[config.mk]
export PLATFORM = sky130hd
export DESIGN_NAME = beam_topk_select
export DESIGN_NICKNAME = d
export VERILOG_FILES = /design/src/design/bts_pkg.sv /design/src/design/beam_topk_select.sv /design/src/design/bts_ctrl.sv /design/src/design/bts_datapath.sv
export SDC_FILE = /design/constraint.sdc
export NUM_CORES = 2
export LEC_CHECK = 0
export ABC_AREA = 1
export ABC_CLOCK_PERIOD_IN_PS = 7560
export BUFFER_PORTS_ARGS = -buffer_cell sky130_fd_sc_hd__buf_2
export CAP_MARGIN = 20
export CELL_PAD_IN_SITES_DETAIL_PLACEMENT = 1
export CELL_PAD_IN_SITES_GLOBAL_PLACEMENT = 1
export CORE_MARGIN = 4
export CORE_UTILIZATION = 44
export DETAILED_ROUTE_END_ITERATION = 6
export GPL_ROUTABILITY_DRIVEN = 0
export HOLD_SLACK_MARGIN = 0.06
export PLACE_DENSITY_LB_ADDON = 0.1
export SYNTH_ARGS = -nofsm -noshare
export SYNTH_HDL_FRONTEND = slang
export SYNTH_SLANG_ARGS = --single-unit
[constraint.sdc]
create_clock -name clk -period 7.56 [get_ports clk]
set_input_delay 1.512 -clock clk [delete_from_list [all_inputs] [get_ports clk]]
set_output_delay 1.512 -clock clk [all_outputs]
set_load 0.02 [all_outputs]
[src/design/bts_pkg.sv]
`timescale 1ns / 1ps
package bts_pkg;

  localparam int PAR_W     = 10;
  localparam int TOK_W     = 16;
  localparam int SCORE_W   = 32;
  localparam int PROB_W    = 16;
  localparam int WIDTH_W   = 4;
  localparam int CFG_W     = 16;
  localparam int CFG_IDX_W = 2;

  localparam int LN2_Q16 = 45426;

  localparam int BEAM_MAX_DEF       = 8;
  localparam int PARENT_MAX_DEF     = 1024;
  localparam int LOG_TABLE_SIZE_DEF = 256;

  localparam logic [CFG_IDX_W-1:0] CFG_BEAM_WIDTH = 2'd0;
  localparam logic [CFG_IDX_W-1:0] CFG_END_TOKEN  = 2'd1;
  localparam logic [CFG_IDX_W-1:0] CFG_SCORES_ACC = 2'd2;

  localparam logic [WIDTH_W-1:0] BEAM_WIDTH_RST = 4'd4;

  typedef enum logic [3:0] {
    ST_IDLE,
    ST_MOD,
    ST_SCORE,
    ST_INSERT,
    ST_CHECK,
    ST_RANK,
    ST_ORDER,
    ST_LOAD,
    ST_EMIT
  } bts_state_t;

  typedef struct packed {
    logic capture;
    logic mod_step;
    logic score;
    logic insert;
    logic rank_clr;
    logic rank_step;
    logic order_step;
    logic out_load;
    logic fill_clr;
  } bts_cmd_t;

  typedef struct packed {
    logic is_last;
    logic all_ended;
  } bts_status_t;

endpackage

[src/design/beam_topk_select.sv]
`timescale 1ns / 1ps
// beam top-k selection: candidates of one sequence stream in and the best
// beam_width of them are kept in a beam sorted by score, ties broken toward the
// higher parent offset. each candidate passes a capture step (parent_offset is
// reduced modulo PARENT_MAX by a reciprocal multiply on the way in), a step
// that registers the ln table lookup, a score step and an insertion step in
// which all beam cells compare and shift in parallel; the next candidate is
// taken only after the insertion. on the candidate marked last_of_sequence the
// beam is checked, ranked by parent offset, ordered, and then emitted one entry
// at a time, each loaded into the output register and held while the consumer
// keeps sel_stall high. a beam made only of ended parents, or an empty one, is
// dropped at the check. cand_stall stays high during reset. configuration
// writes are always taken (cfg_ready stays high).
module beam_topk_select #(
  parameter int BEAM_MAX       = bts_pkg::BEAM_MAX_DEF,
  parameter int PARENT_MAX     = bts_pkg::PARENT_MAX_DEF,
  parameter int LOG_TABLE_SIZE = bts_pkg::LOG_TABLE_SIZE_DEF
) (
  input  logic                               clk,
  input  logic                               rst,
  // configuration write transaction
  input  logic                               cfg_valid,
  output logic                               cfg_ready,
  input  logic [bts_pkg::CFG_IDX_W-1:0]      cfg_index,
  input  logic [bts_pkg::CFG_W-1:0]          cfg_data,
  // candidate transaction
  input  logic                               cand_valid,
  output logic                               cand_stall,
  input  logic [bts_pkg::PAR_W-1:0]          parent_offset,
  input  logic [bts_pkg::TOK_W-1:0]          parent_token,
  input  logic signed [bts_pkg::SCORE_W-1:0] parent_score,
  input  logic [bts_pkg::TOK_W-1:0]          cand_token,
  input  logic signed [bts_pkg::SCORE_W-1:0] cand_value,
  input  logic                               first_of_parent,
  input  logic                               last_of_sequence,
  // selected entry transaction
  output logic                               sel_valid,
  input  logic                               sel_stall,
  output logic [bts_pkg::TOK_W-1:0]          sel_token,
  output logic signed [bts_pkg::SCORE_W-1:0] sel_score,
  output logic [bts_pkg::PAR_W-1:0]          sel_parent,
  output logic                               sel_last
);
  import bts_pkg::*;

  // fill counter holds up to BEAM_MAX; step counter walks the beam entries
  localparam int FW = $clog2(BEAM_MAX + 1);
  localparam int CW = FW;

  bts_cmd_t      cmd;
  bts_status_t   status;
  logic [FW-1:0] fill;
  logic [CW-1:0] cnt;

  assign cfg_ready = 1'b1;

  // sequencer: owns the candidate and selection handshakes and the step counter
  bts_ctrl #(
    .FW (FW),
    .CW (CW)
  ) u_ctrl (
    .clk        (clk),
    .rst        (rst),
    .cand_valid (cand_valid),
    .cand_stall (cand_stall),
    .sel_valid  (sel_valid),
    .sel_stall  (sel_stall),
    .status     (status),
    .fill       (fill),
    .cmd        (cmd),
    .cnt        (cnt)
  );

  // scoring, beam cells, ranking and output register
  bts_datapath #(
    .BEAM_MAX       (BEAM_MAX),
    .PARENT_MAX     (PARENT_MAX),
    .LOG_TABLE_SIZE (LOG_TABLE_SIZE),
    .FW             (FW),
    .CW             (CW)
  ) u_dp (
    .clk              (clk),
    .rst              (rst),
    .cfg_valid        (cfg_valid),
    .cfg_index        (cfg_index),
    .cfg_data         (cfg_data),
    .parent_offset    (parent_offset),
    .parent_token     (parent_token),
    .parent_score     (parent_score),
    .cand_token       (cand_token),
    .cand_value       (cand_value),
    .first_of_parent  (first_of_parent),
    .last_of_sequence (last_of_sequence),
    .cmd              (cmd),
    .cnt              (cnt),
    .status           (status),
    .fill             (fill),
    .sel_token        (sel_token),
    .sel_score        (sel_score),
    .sel_parent       (sel_parent),
    .sel_last         (sel_last)
  );

endmodule

[src/design/bts_ctrl.sv]
`timescale 1ns / 1ps
module bts_ctrl #(
  parameter int FW = 4,
  parameter int CW = 4
) (
  input  logic                 clk,
  input  logic                 rst,
  input  logic                 cand_valid,
  output logic                 cand_stall,
  output logic                 sel_valid,
  input  logic                 sel_stall,
  input  bts_pkg::bts_status_t status,
  input  logic [FW-1:0]        fill,
  output bts_pkg::bts_cmd_t    cmd,
  output logic [CW-1:0]        cnt
);
  import bts_pkg::*;

  bts_state_t    state, state_next;
  logic [CW-1:0] cnt_next;
  logic [CW-1:0] fill_m1;

  assign fill_m1 = CW'(fill) - CW'(1);

  always_ff @(posedge clk) begin
    if (rst) begin
      state <= ST_IDLE;
      cnt   <= '0;
    end else begin
      state <= state_next;
      cnt   <= cnt_next;
    end
  end

  always_comb begin
    state_next = state;
    cnt_next   = cnt;
    cmd        = '0;
    cand_stall = 1'b1;
    sel_valid  = 1'b0;
    unique case (state)
      ST_IDLE: begin
        cand_stall = rst;
        if (cand_valid && !rst) begin
          cmd.capture = 1'b1;
          cnt_next    = '0;
          state_next  = ST_MOD;
        end
      end
      ST_MOD: begin
        cmd.mod_step = 1'b1;
        state_next   = ST_SCORE;
      end
      ST_SCORE: begin
        cmd.score  = 1'b1;
        state_next = ST_INSERT;
      end
      ST_INSERT: begin
        cmd.insert = 1'b1;
        state_next = status.is_last ? ST_CHECK : ST_IDLE;
      end
      ST_CHECK: begin
        cnt_next = '0;
        if (fill == '0 || status.all_ended) begin
          cmd.fill_clr = 1'b1;
          state_next   = ST_IDLE;
        end else begin
          cmd.rank_clr = 1'b1;
          state_next   = ST_RANK;
        end
      end
      ST_RANK: begin
        cmd.rank_step = 1'b1;
        cnt_next      = cnt + CW'(1);
        if (cnt == fill_m1) begin
          cnt_next   = '0;
          state_next = ST_ORDER;
        end
      end
      ST_ORDER: begin
        cmd.order_step = 1'b1;
        cnt_next       = cnt + CW'(1);
        if (cnt == fill_m1) begin
          cnt_next   = '0;
          state_next = ST_LOAD;
        end
      end
      ST_LOAD: begin
        cmd.out_load = 1'b1;
        state_next   = ST_EMIT;
      end
      ST_EMIT: begin
        sel_valid = 1'b1;
        if (!sel_stall) begin
          if (cnt == fill_m1) begin
            cmd.fill_clr = 1'b1;
            state_next   = ST_IDLE;
          end else begin
            cnt_next   = cnt + CW'(1);
            state_next = ST_LOAD;
          end
        end
      end
      default: state_next = ST_IDLE;
    endcase
  end

endmodule

[src/design/bts_datapath.sv]
`timescale 1ns / 1ps
module bts_datapath #(
  parameter int BEAM_MAX       = 8,
  parameter int PARENT_MAX     = 1024,
  parameter int LOG_TABLE_SIZE = 256,
  parameter int FW             = 4,
  parameter int CW             = 4
) (
  input  logic                                clk,
  input  logic                                rst,
  input  logic                                cfg_valid,
  input  logic [bts_pkg::CFG_IDX_W-1:0]       cfg_index,
  input  logic [bts_pkg::CFG_W-1:0]           cfg_data,
  input  logic [bts_pkg::PAR_W-1:0]           parent_offset,
  input  logic [bts_pkg::TOK_W-1:0]           parent_token,
  input  logic signed [bts_pkg::SCORE_W-1:0]  parent_score,
  input  logic [bts_pkg::TOK_W-1:0]           cand_token,
  input  logic signed [bts_pkg::SCORE_W-1:0]  cand_value,
  input  logic                                first_of_parent,
  input  logic                                last_of_sequence,
  input  bts_pkg::bts_cmd_t                   cmd,
  input  logic [CW-1:0]                       cnt,
  output bts_pkg::bts_status_t                status,
  output logic [FW-1:0]                       fill,
  output logic [bts_pkg::TOK_W-1:0]           sel_token,
  output logic signed [bts_pkg::SCORE_W-1:0]  sel_score,
  output logic [bts_pkg::PAR_W-1:0]           sel_parent,
  output logic                                sel_last
);
  import bts_pkg::*;

  localparam int IW   = (BEAM_MAX > 1) ? $clog2(BEAM_MAX) : 1;
  localparam int LW   = $clog2(LOG_TABLE_SIZE);
  localparam int CMPW = ((FW > WIDTH_W) ? FW : WIDTH_W) + 1;
  localparam int LN_W = 21;

  // reciprocal for the parent offset remainder
  localparam int     RL  = $clog2(PARENT_MAX);
  localparam int     RSH = PAR_W + RL;
  localparam longint RM  = ((longint'(1) << RSH) + longint'(PARENT_MAX) - 1)
                           / longint'(PARENT_MAX);

  // configuration
  logic [WIDTH_W-1:0] beam_width;
  logic [TOK_W-1:0]   end_token;
  logic               scores_acc;

  always_ff @(posedge clk) begin
    if (rst) begin
      beam_width <= BEAM_WIDTH_RST;
      end_token  <= '0;
      scores_acc <= 1'b0;
    end else if (cfg_valid) begin
      case (cfg_index)
        CFG_BEAM_WIDTH: beam_width <= cfg_data[WIDTH_W-1:0];
        CFG_END_TOKEN:  end_token  <= cfg_data[TOK_W-1:0];
        CFG_SCORES_ACC: scores_acc <= cfg_data[0];
        default: ;
      endcase
    end
  end

  logic [CMPW-1:0] w_ext;
  logic [FW-1:0]   w_eff;
  assign w_ext = CMPW'(beam_width);
  always_comb begin
    if (w_ext == '0) w_eff = FW'(1);
    else if (w_ext > CMPW'(BEAM_MAX)) w_eff = FW'(BEAM_MAX);
    else w_eff = w_ext[FW-1:0];
  end

  // captured item
  logic [PAR_W-1:0]          par_r;
  logic [TOK_W-1:0]          ptok_r, ctok_r;
  logic signed [SCORE_W-1:0] pscore_r, cval_r;
  logic                      first_r, last_r;

  always_ff @(posedge clk) begin
    if (cmd.capture) begin
      ptok_r   <= parent_token;
      pscore_r <= parent_score;
      ctok_r   <= cand_token;
      cval_r   <= cand_value;
      first_r  <= first_of_parent;
      last_r   <= last_of_sequence;
    end
  end

  // parent offset remainder: quotient by reciprocal multiply, then subtract
  logic [31:0] mod_prod;
  logic [31:0] mod_quo;
  logic [31:0] mod_rem;
  assign mod_prod = 32'(parent_offset) * 32'(RM);
  assign mod_quo  = mod_prod >> RSH;
  assign mod_rem  = 32'(parent_offset) - mod_quo * 32'(PARENT_MAX);

  always_ff @(posedge clk) begin
    if (cmd.capture) begin
      par_r <= mod_rem[PAR_W-1:0];
    end
  end

  // ln table, ln(1 + i/N) in q0.16 from a 2*atanh series
  logic [15:0] log_tab [LOG_TABLE_SIZE];

  for (genvar gi = 0; gi < LOG_TABLE_SIZE; gi++) begin : g_tab
    localparam logic [63:0] Z   = (64'(gi) << 32) / (64'(2 * LOG_TABLE_SIZE) + 64'(gi));
    localparam logic [63:0] Z2  = (Z * Z) >> 32;
    localparam logic [63:0] T1  = Z;
    localparam logic [63:0] T3  = (T1 * Z2) >> 32;
    localparam logic [63:0] T5  = (T3 * Z2) >> 32;
    localparam logic [63:0] T7  = (T5 * Z2) >> 32;
    localparam logic [63:0] T9  = (T7 * Z2) >> 32;
    localparam logic [63:0] T11 = (T9 * Z2) >> 32;
    localparam logic [63:0] T13 = (T11 * Z2) >> 32;
    localparam logic [63:0] T15 = (T13 * Z2) >> 32;
    localparam logic [63:0] T17 = (T15 * Z2) >> 32;
    localparam logic [63:0] T19 = (T17 * Z2) >> 32;
    localparam logic [63:0] T21 = (T19 * Z2) >> 32;
    localparam logic [63:0] T23 = (T21 * Z2) >> 32;
    localparam logic [63:0] T25 = (T23 * Z2) >> 32;
    localparam logic [63:0] T27 = (T25 * Z2) >> 32;
    localparam logic [63:0] T29 = (T27 * Z2) >> 32;
    localparam logic [63:0] T31 = (T29 * Z2) >> 32;
    localparam logic [63:0] SUM = T1 + T3 / 3 + T5 / 5 + T7 / 7 + T9 / 9 + T11 / 11
                                + T13 / 13 + T15 / 15 + T17 / 17 + T19 / 19 + T21 / 21
                                + T23 / 23 + T25 / 25 + T27 / 27 + T29 / 29 + T31 / 31;
    localparam logic [63:0] VAL = (2 * SUM + 64'd32768) >> 16;
    assign log_tab[gi] = VAL[15:0];
  end

  // ln of the probability
  logic [PROB_W-1:0]      prob;
  logic [3:0]             lead;
  logic [PROB_W-1:0]      norm;
  logic [PROB_W-1:0]      frac;
  logic [31:0]            idx_prod;
  logic [LW-1:0]          tab_idx;
  logic [4:0]             oct;
  logic [19:0]            oct_ln;
  logic signed [LN_W-1:0] ln_val, ln_r;

  assign prob = cval_r[PROB_W-1:0];

  always_comb begin
    lead = '0;
    for (int i = 0; i < PROB_W; i++) begin
      if (prob[i]) lead = 4'(i);
    end
  end

  assign norm     = prob << (4'd15 - lead);
  assign frac     = {norm[PROB_W-2:0], 1'b0};
  assign idx_prod = 32'(frac) * 32'(LOG_TABLE_SIZE);
  assign tab_idx  = idx_prod[16 +: LW];
  assign oct      = 5'd16 - 5'(lead);
  assign oct_ln   = 20'(oct) * 20'(LN2_Q16);
  assign ln_val   = $signed({5'd0, log_tab[tab_idx]}) - $signed({1'b0, oct_ln});

  always_ff @(posedge clk) begin
    if (cmd.mod_step) ln_r <= ln_val;
  end

  // score of the new entry
  logic signed [SCORE_W:0]   sum_ext;
  logic signed [SCORE_W-1:0] sum_sat;
  logic                      ended;
  logic signed [SCORE_W-1:0] score_r;
  logic [TOK_W-1:0]          tok_new;
  logic                      ended_new, ins_en;

  assign sum_ext = (SCORE_W + 1)'(pscore_r) + (SCORE_W + 1)'(ln_r);
  always_comb begin
    if (sum_ext[SCORE_W] != sum_ext[SCORE_W-1])
      sum_sat = sum_ext[SCORE_W] ? {1'b1, {(SCORE_W-1){1'b0}}} : {1'b0, {(SCORE_W-1){1'b1}}};
    else
      sum_sat = sum_ext[SCORE_W-1:0];
  end

  assign ended = (ptok_r == end_token);

  always_ff @(posedge clk) begin
    if (cmd.score) begin
      ended_new <= ended;
      ins_en    <= !ended || first_r;
      tok_new   <= ended ? end_token : ctok_r;
      if (ended) score_r <= pscore_r;
      else if (scores_acc) score_r <= cval_r;
      else if (prob == '0) score_r <= {1'b1, {(SCORE_W-1){1'b0}}};
      else score_r <= sum_sat;
    end
  end

  // beam cells
  logic signed [SCORE_W-1:0] beam_score  [BEAM_MAX];
  logic [TOK_W-1:0]          beam_token  [BEAM_MAX];
  logic [PAR_W-1:0]          beam_parent [BEAM_MAX];
  logic [BEAM_MAX-1:0]       beam_ended;
  logic [IW-1:0]             rank        [BEAM_MAX];
  logic [IW-1:0]             order       [BEAM_MAX];

  logic [FW-1:0]       fill_c;
  logic [BEAM_MAX-1:0] below, take_new, slot_live, slot_valid;
  logic                insert_go;
  logic [IW-1:0]       idx;
  logic [PAR_W-1:0]    bcast_par;

  assign fill_c    = (fill > w_eff) ? w_eff : fill;
  assign insert_go = cmd.insert && ins_en;
  assign idx       = cnt[IW-1:0];
  assign bcast_par = beam_parent[idx];

  for (genvar gk = 0; gk < BEAM_MAX; gk++) begin : g_cell
    localparam logic [FW-1:0] KF = FW'(gk);
    localparam logic [IW-1:0] KI = IW'(gk);
    logic e_below_new, new_below_e, last_slot;

    assign slot_valid[gk] = KF < fill_c;
    assign slot_live[gk]  = KF < w_eff;
    assign last_slot      = (KF == w_eff - FW'(1));
    assign e_below_new = (beam_score[gk] < score_r) ||
                         (beam_score[gk] == score_r && beam_parent[gk] < par_r);
    assign new_below_e = (score_r < beam_score[gk]) ||
                         (score_r == beam_score[gk] && par_r < beam_parent[gk]);
    assign below[gk] = !slot_valid[gk] || (last_slot ? !new_below_e : e_below_new);

    if (gk == 0) begin : g_head
      assign take_new[gk] = below[gk];
      always_ff @(posedge clk) begin
        if (insert_go && slot_live[gk] && below[gk]) begin
          beam_score[gk]  <= score_r;
          beam_token[gk]  <= tok_new;
          beam_parent[gk] <= par_r;
          beam_ended[gk]  <= ended_new;
        end
      end
    end else begin : g_body
      assign take_new[gk] = below[gk] && !below[gk-1];
      always_ff @(posedge clk) begin
        if (insert_go && slot_live[gk] && below[gk]) begin
          if (take_new[gk]) begin
            beam_score[gk]  <= score_r;
            beam_token[gk]  <= tok_new;
            beam_parent[gk] <= par_r;
            beam_ended[gk]  <= ended_new;
          end else begin
            beam_score[gk]  <= beam_score[gk-1];
            beam_token[gk]  <= beam_token[gk-1];
            beam_parent[gk] <= beam_parent[gk-1];
            beam_ended[gk]  <= beam_ended[gk-1];
          end
        end
      end
    end

    // stable rank by parent offset
    always_ff @(posedge clk) begin
      if (cmd.rank_clr) begin
        rank[gk] <= '0;
      end else if (cmd.rank_step) begin
        if ((bcast_par < beam_parent[gk]) || (bcast_par == beam_parent[gk] && idx < KI))
          rank[gk] <= rank[gk] + IW'(1);
      end
    end
  end

  always_ff @(posedge clk) begin
    if (rst) begin
      fill <= '0;
    end else if (cmd.fill_clr) begin
      fill <= '0;
    end else if (insert_go) begin
      fill <= (fill_c < w_eff) ? fill_c + FW'(1) : fill_c;
    end
  end

  always_ff @(posedge clk) begin
    if (cmd.order_step) order[rank[idx]] <= idx;
  end

  logic [IW-1:0] pick;
  assign pick = order[idx];

  always_ff @(posedge clk) begin
    if (cmd.out_load) begin
      sel_token  <= beam_token[pick];
      sel_score  <= beam_score[pick];
      sel_parent <= beam_parent[pick];
      sel_last   <= (cnt == CW'(fill) - CW'(1));
    end
  end

  always_comb begin
    status.is_last   = last_r;
    status.all_ended = 1'b1;
    for (int k = 0; k < BEAM_MAX; k++) begin
      if (FW'(k) < fill && !beam_ended[k]) status.all_ended = 1'b0;
    end
  end

endmodule
======== After elaboration in Yosys (flattened, before gate mapping) ========
Memory sizes are Yosys's and may differ from the RTL's. A register that Yosys moved wholly into a read port is not among the register bits.
Index checks and enable logic that the tools add are counted.
storage, ports and cells
  bits in registers ....................... 221
  bits in writable memories ............... 512
  bits in read-only memories .............. 4096
  bits of input ports ..................... 131
  logic and storage cells ................. 538
  memories kept ........................... 6
memory list
  memory            words  bits a word  read ports  clocked after Yosys merged registers in  write ports  line                 source
  (no name shown)   256    16           1           0                                        0            bts_datapath.sv:158  assign ln_val = $signed({5'd0, log_tab[tab_idx]}) - $signed({1'b0, oct_ln});
  u_dp.beam_score   8      32           9           1                                        8            bts_datapath.sv:195  logic signed [SCORE_W-1:0] beam_score [BEAM_MAX];
  u_dp.beam_token   8      16           8           1                                        8            bts_datapath.sv:196  logic [TOK_W-1:0] beam_token [BEAM_MAX];
  u_dp.beam_parent  8      10           10          2                                        8            bts_datapath.sv:197  logic [PAR_W-1:0] beam_parent [BEAM_MAX];
  u_dp.order        8      3            1           1                                        1            bts_datapath.sv:200  logic [IW-1:0] order [BEAM_MAX];
  u_dp.rank         8      3            9           1                                        8            bts_datapath.sv:199  logic [IW-1:0] rank [BEAM_MAX];
cells by class
  add/subtract/negate cells ............... 16
  multiply operators ...................... 1
  magnitude comparators ................... 76
  equality and inequality tests ........... 49
  shifts and indexed selects .............. 1
  mux-type cells .......................... 194
  bitwise operators ....................... 30
  reduce and logical (&&, ||, !) cells .... 138
operators by type and width
  kind                                                                         count
  32-bit == test                                                               16
  32-bit less-than comparator                                                  16
  32-bit 2-to-1 mux                                                            12
  10-bit less-than comparator                                                  24
  16-bit 2-to-1 mux                                                            10
  1-bit 2-to-1 mux                                                             119
  10-bit == test                                                               8
  4-bit 2-to-1 mux                                                             20
  10-bit 2-to-1 mux                                                            7
  3-bit 2-to-1 mux                                                             21
  1-bit logical AND                                                            57
  3-bit by 4-bit less-than comparator with 1-bit output, first input constant  12
  4-bit case mux with 9 select lines                                           1
  1-bit logical OR                                                             34
  32-bit by 21-bit adder with 33-bit output                                    1
  1-bit logical NOT                                                            33
  1-bit bitwise OR                                                             29
  3-bit by 1-bit adder with 3-bit output, second input constant                8
  1-bit by 4-bit less-than comparator with 1-bit output, first input constant  6
  2-bit by 4-bit less-than comparator with 1-bit output, first input constant  6
  16-bit by 20-bit subtractor with 21-bit output                               1
  5-bit by 15-bit multiplier with 19-bit output, second input constant         1
  16-bit == test                                                               1
  3-bit by 4-bit == test with 1-bit output, first input constant               4
  36 further kinds                                                             58

======== Depth between registers and ports, before layout ========
  word-level depth ........................ 22
  mapped depth ............................ 51
  gate-level depth less buffers ........... 51

======== Cells and area by module ========
A second synthesis with hierarchy kept.
second synthesis, totals
  cell total of the unflattened synthesis .. 6481
  area total of the unflattened synthesis .. 54223.3 µm²
modules (own cells, without submodules)
  module            instances  cells an instance  area each (µm²)
  bts_datapath      1          6355               53407.5
  bts_ctrl          1          124                804.5
  beam_topk_select  1          2                  11.3

======== Worst setup path before layout ========
OpenSTA, ideal clock, no wires.
  kind .................................... reg2reg
  from .................................... register u_dp.score_r[31]
  to ...................................... memory u_dp.beam_score[7][10], data pin
  setup time .............................. 264 ps
  data arrival time ....................... 7873 ps
  setup slack ............................. -577 ps
  stages on the path, launching flop included .. 18
  clock period less this slack ............ 8137 ps
  cell sequence ........................... edfxtp_1 -> inv_1 -> ha_1 -> nand2_1 -> inv_1 -> nand3_1 -> nor4_1 -> nand3_1 -> nor4_1 -> nand2_1 -> o21ai_0 -> o21ai_0 -> a211oi_1 -> nand2_1 -> buf_2 -> buf_2 -> nand2_1 -> o21ai_0
RTL lines
  what                    line                 source
  from (decl)             bts_datapath.sv:168  logic signed [SCORE_W-1:0] score_r;
  from (signal assigned)  bts_datapath.sv:187  if (ended) score_r <= pscore_r;
  from (signal assigned)  bts_datapath.sv:188  else if (scores_acc) score_r <= cval_r;
  from (signal assigned)  bts_datapath.sv:189  else if (prob == '0) score_r <= {1'b1, {(SCORE_W-1){1'b0}}};
  to (decl)               bts_datapath.sv:195

======== Worst setup path in the final report ========
  from .................................... register u_dp.cval_r[9]
  to ...................................... register u_dp.ln_r[19], data pin
between the ends
  cells in the longest elaborated chain, start to end .. 14
  elaborated cells between the ends (all ways) .. 16
ends and longest elaborated chain
  what                                                                                    line                 source
  from (decl)                                                                             bts_datapath.sv:75   logic signed [SCORE_W-1:0] pscore_r, cval_r;
  from (signal assigned)                                                                  bts_datapath.sv:83   cval_r <= cand_value;
  branches (longest 13 deep; another with 5-bit by 15-bit multiplier with 19-bit output)  --
  16-bit by 20-bit subtractor with 21-bit output *                                        bts_datapath.sv:158
  named net u_dp.ln_val[19]                                                               bts_datapath.sv:141  logic signed [LN_W-1:0] ln_val, ln_r;
  to (signal assigned)                                                                    bts_datapath.sv:161  if (cmd.mod_step) ln_r <= ln_val;
  to (decl)                                                                               bts_datapath.sv:141
Mark *: on every way through the listed nets, which the timed path passes. The select of a mux whose other input is x is not followed.
A chain may end at the register's enable or synchronous reset.

==> impl_metrics.toml <==
[cts]
h-tree-depth = 3
post_cts_buffers = 0
tritoncts = "yes"
worstSkewPairLatency_ns = 0.74
clkSinkCount = 794
cts.path.max_buffers = 3
cts_root_buf = "clkbuf_16"
cts_buffers = 93
clk_pin_slew_ns = 0.06

[pwr]
power_leakage_nw = 25.8
total_power_w = 0.0130
powerDensity_mw_per_mm2 = 218
power.ir.vdd_worst_mv = 0.173

[die]
die_h_microns = 358
core-area_sq_mm = 0.122
die-area_sq_mm = 0.128
rows = 128
die_x_microns = 358
start_util = 0.442
ios = 193

[detailed_routing]
routed_wl_microns = 203000
drcViolationCount = 0
wl_per_cell_microns = 24.8
dr.pass1.iters = 6
drt-initial-drc-count = 4466
vias_per_cell = 5.95
vias = 48800
ant_nets = 0

[synth]
ys_types = 61
synth_area_per_cell_sq_um = 8.41
syn_inst = 6396
yosys.area_share.adder = 0.130
syn_area_sq_mm = 0.0538
synth_mux_area_frac = 0
synth_top_family_by_area = "simple AND/OR/NAND/NOR gates"
yosysSeqAreaShare = 0.437
synth-seq-cells = 794
synth_edf_count = 758
async_flop_share = 0
synth_simple_gate_area_share = 0.177
syn_nets = 7081
synth_warnings = 0
synth_compound_area_frac = 0.171
synth-main-ff-cell = "edfxtp_1"
synth_xor_area_frac = 0.0155

[min_path]
hold_start = "u_dp.ended_new"
whs_path_depth = 0
hp-class = "flop to flop"

[global_routing]
grt_start_max_net_pins = 123
grt_antenna_before_repair = 6
grt_usage = 0.313
grt-ovfl-total = 0
grt_pass1_wl_microns = 306000
grt_pass1_vias = 50100

[layout]
fin_nets = 7185
instances_no_fill = 8203
syn2layout_area_growth_pct = 11.0
drive_gt1_frac = 0.0777
final_common_cell = "nand2_1"
mostFrequentLayoutCells = "1280 x nand2_1, 758 x edfxtp_1, 752 x o21ai_0, 697 x a21oi_1, 642 x inv_1"

[sta]
setup_ws_ns = 0.553
max_freq_mhz = 143
tns_ns = 0
max_slew_margin = 0.202
finalHoldViolCount = 0
timing.final.crit_period_ns = 7.01
finalMaxSlewViolations = 0
rsz0062_at_grt = "no"
tightest_slew_ns = 1.20
finClkSkew_ns = 0.0468
post-route-period-util = 0.927
setup_viol = 0

[placed_design]
hpwl_microns = 145000
pre_cts_ws_ns = 0.448
port-buffer-count = 191
placed_cells = 8030

[setup_path]
worstRegToRegCells = 30
timing.rr.start = "u_dp.cval_r[9]"
path_class = "flop to flop"
slowest_delay_ns = 0.54
crit_top_cell = "nand2_1"
cpMaxStageDelayCell = "nor4_1"
critPathCaptureType = "flop"
crit_fanout = 15
cp.arrival_ns = 7.45
critPathTopFamily = "adder cells"
crit_cells = 30
critPathBufInv = 4
start_kind = "flop"
cp-startpoint = "u_dp.cval_r[9]"
required_ns = 8.01

[flow_run]
max-cap-violations = 0

[status]
run_status = "finished, final reports clean"
-- layout make-up --
cell class | instances | area (sq um)
Fill cell | 14400 | 61800
Multi-Input combinational cell | 4653 | 26800
Sequential cell | 794 | 23500
Inverter | 655 | 2460
Clock buffer | 115 | 2460
Tap cell | 1625 | 2030
Timing Repair Buffer | 303 | 1930
Clock inverter | 55 | 533
Antenna cell | 3 | 7.51
-- cells in the mapped netlist, types with 4 or more instances --
cell	n	area (sq um)
o21ai_1	18	90.1
a31oi_1	83	519
o31ai_1	6	45.0
a221oi_1	14	123
edfxtp_1	758	22800
ha_1	545	6820
buf_1	31	116
nand2_1	1290	4840
o21a_1	22	165
fa_1	9	180
o211ai_1	32	240
xnor2_1	46	403
nor2_1	431	1620
nand2_2	8	50.1
o22ai_1	6	37.5
o21ai_0	753	3770
or2_2	9	56.3
o221ai_1	8	70.1
nand3b_1	6	45.0
inv_2	9	33.8
nand4_1	72	450
a211oi_1	23	173
nor4_1	20	125
inv_1	643	2410
buf_6	8	90.1
a21o_1	7	52.6
xor2_1	49	429
and3_1	4	25.0
nor3_1	37	185
dfxtp_1	36	721
o2111ai_1	10	87.6
clkbuf_1	191	717
nand3_1	386	1930
o21bai_1	13	97.6
nand3_2	5	50.1
buf_4	14	105
buf_2	50	250
a32o_1	6	60.1
a21boi_0	6	45.0
a21oi_1	698	3490
-- final timing paths --
kind                                           end  slack [ns]
worst min-delay path            u_dp.beam_ended[0]        0.47
worst max register to register       u_dp.ln_r[19]        0.55
worst min register to register  u_dp.beam_ended[0]        0.47
worst max-delay path                 u_dp.ln_r[19]        0.55
-- repair_timing --
action | 4_1_cts | 5_1_grt
hold buffers | 0 | 0
hold endpoints to repair | 0 | 0
resized for setup | 0 | 8
endpoints found under the setup margin | 0 | 4
-- cells by family after synthesis --
kind of cell | Yosys count
and+or+nand+nor | 2284
adders and majority gates | 554
buffers and inverters | 949
other | 1
xor gates and xnor gates | 95
AOI/OAI and AO/OA | 1719
DFF | 794
-- flip-flops by register name, summed over array words and instances (netlist names), 24 cells and up, named ones only --
name / cells
u_dp.beam_parent: 80
u_dp.cval_r: 32
u_dp.pscore_r: 32
u_dp.rank: 24
u_dp.score_r: 32
u_dp.sel_score: 32
u_dp.order: 24
u_dp.beam_score: 256
u_dp.beam_token: 128
-- metal layers --
layer | vias to the layer above | global-route usage | routed length [microns]
met4 | 2 | 0.140 | 9630
met2 | 1697 | 0.529 | 96600
met3 | 490 | 0.0420 | 12700
met5 | - | 0 | 13
met1 | 24100 | 0.400 | 84100
li1 | 22500 | - | -
-- metrics by stage --
step                       util  instance area, sq um  hold slack, ns
after global routing      0.491                 59700           0.475
final                     0.491                 59700           0.471
after CTS                 0.491                 59700           0.465
after detailed placement  0.466                 56700           0.462
after floorplan               -                 53800           0.426
after global placement    0.466                 56700           0.431
-- where the power goes --
group / internal (W) / switching [W] / leakage [nW] / total (W)
Combinational: 0.00104 / 0.00242 / 17.3 / 0.00346
Sequential: 0.00498 / 0.0000908 / 7.11 / 0.00507
Clock: 0.00250 / 0.00201 / 1.45 / 0.00451
(Power assumes the default switching activity.)
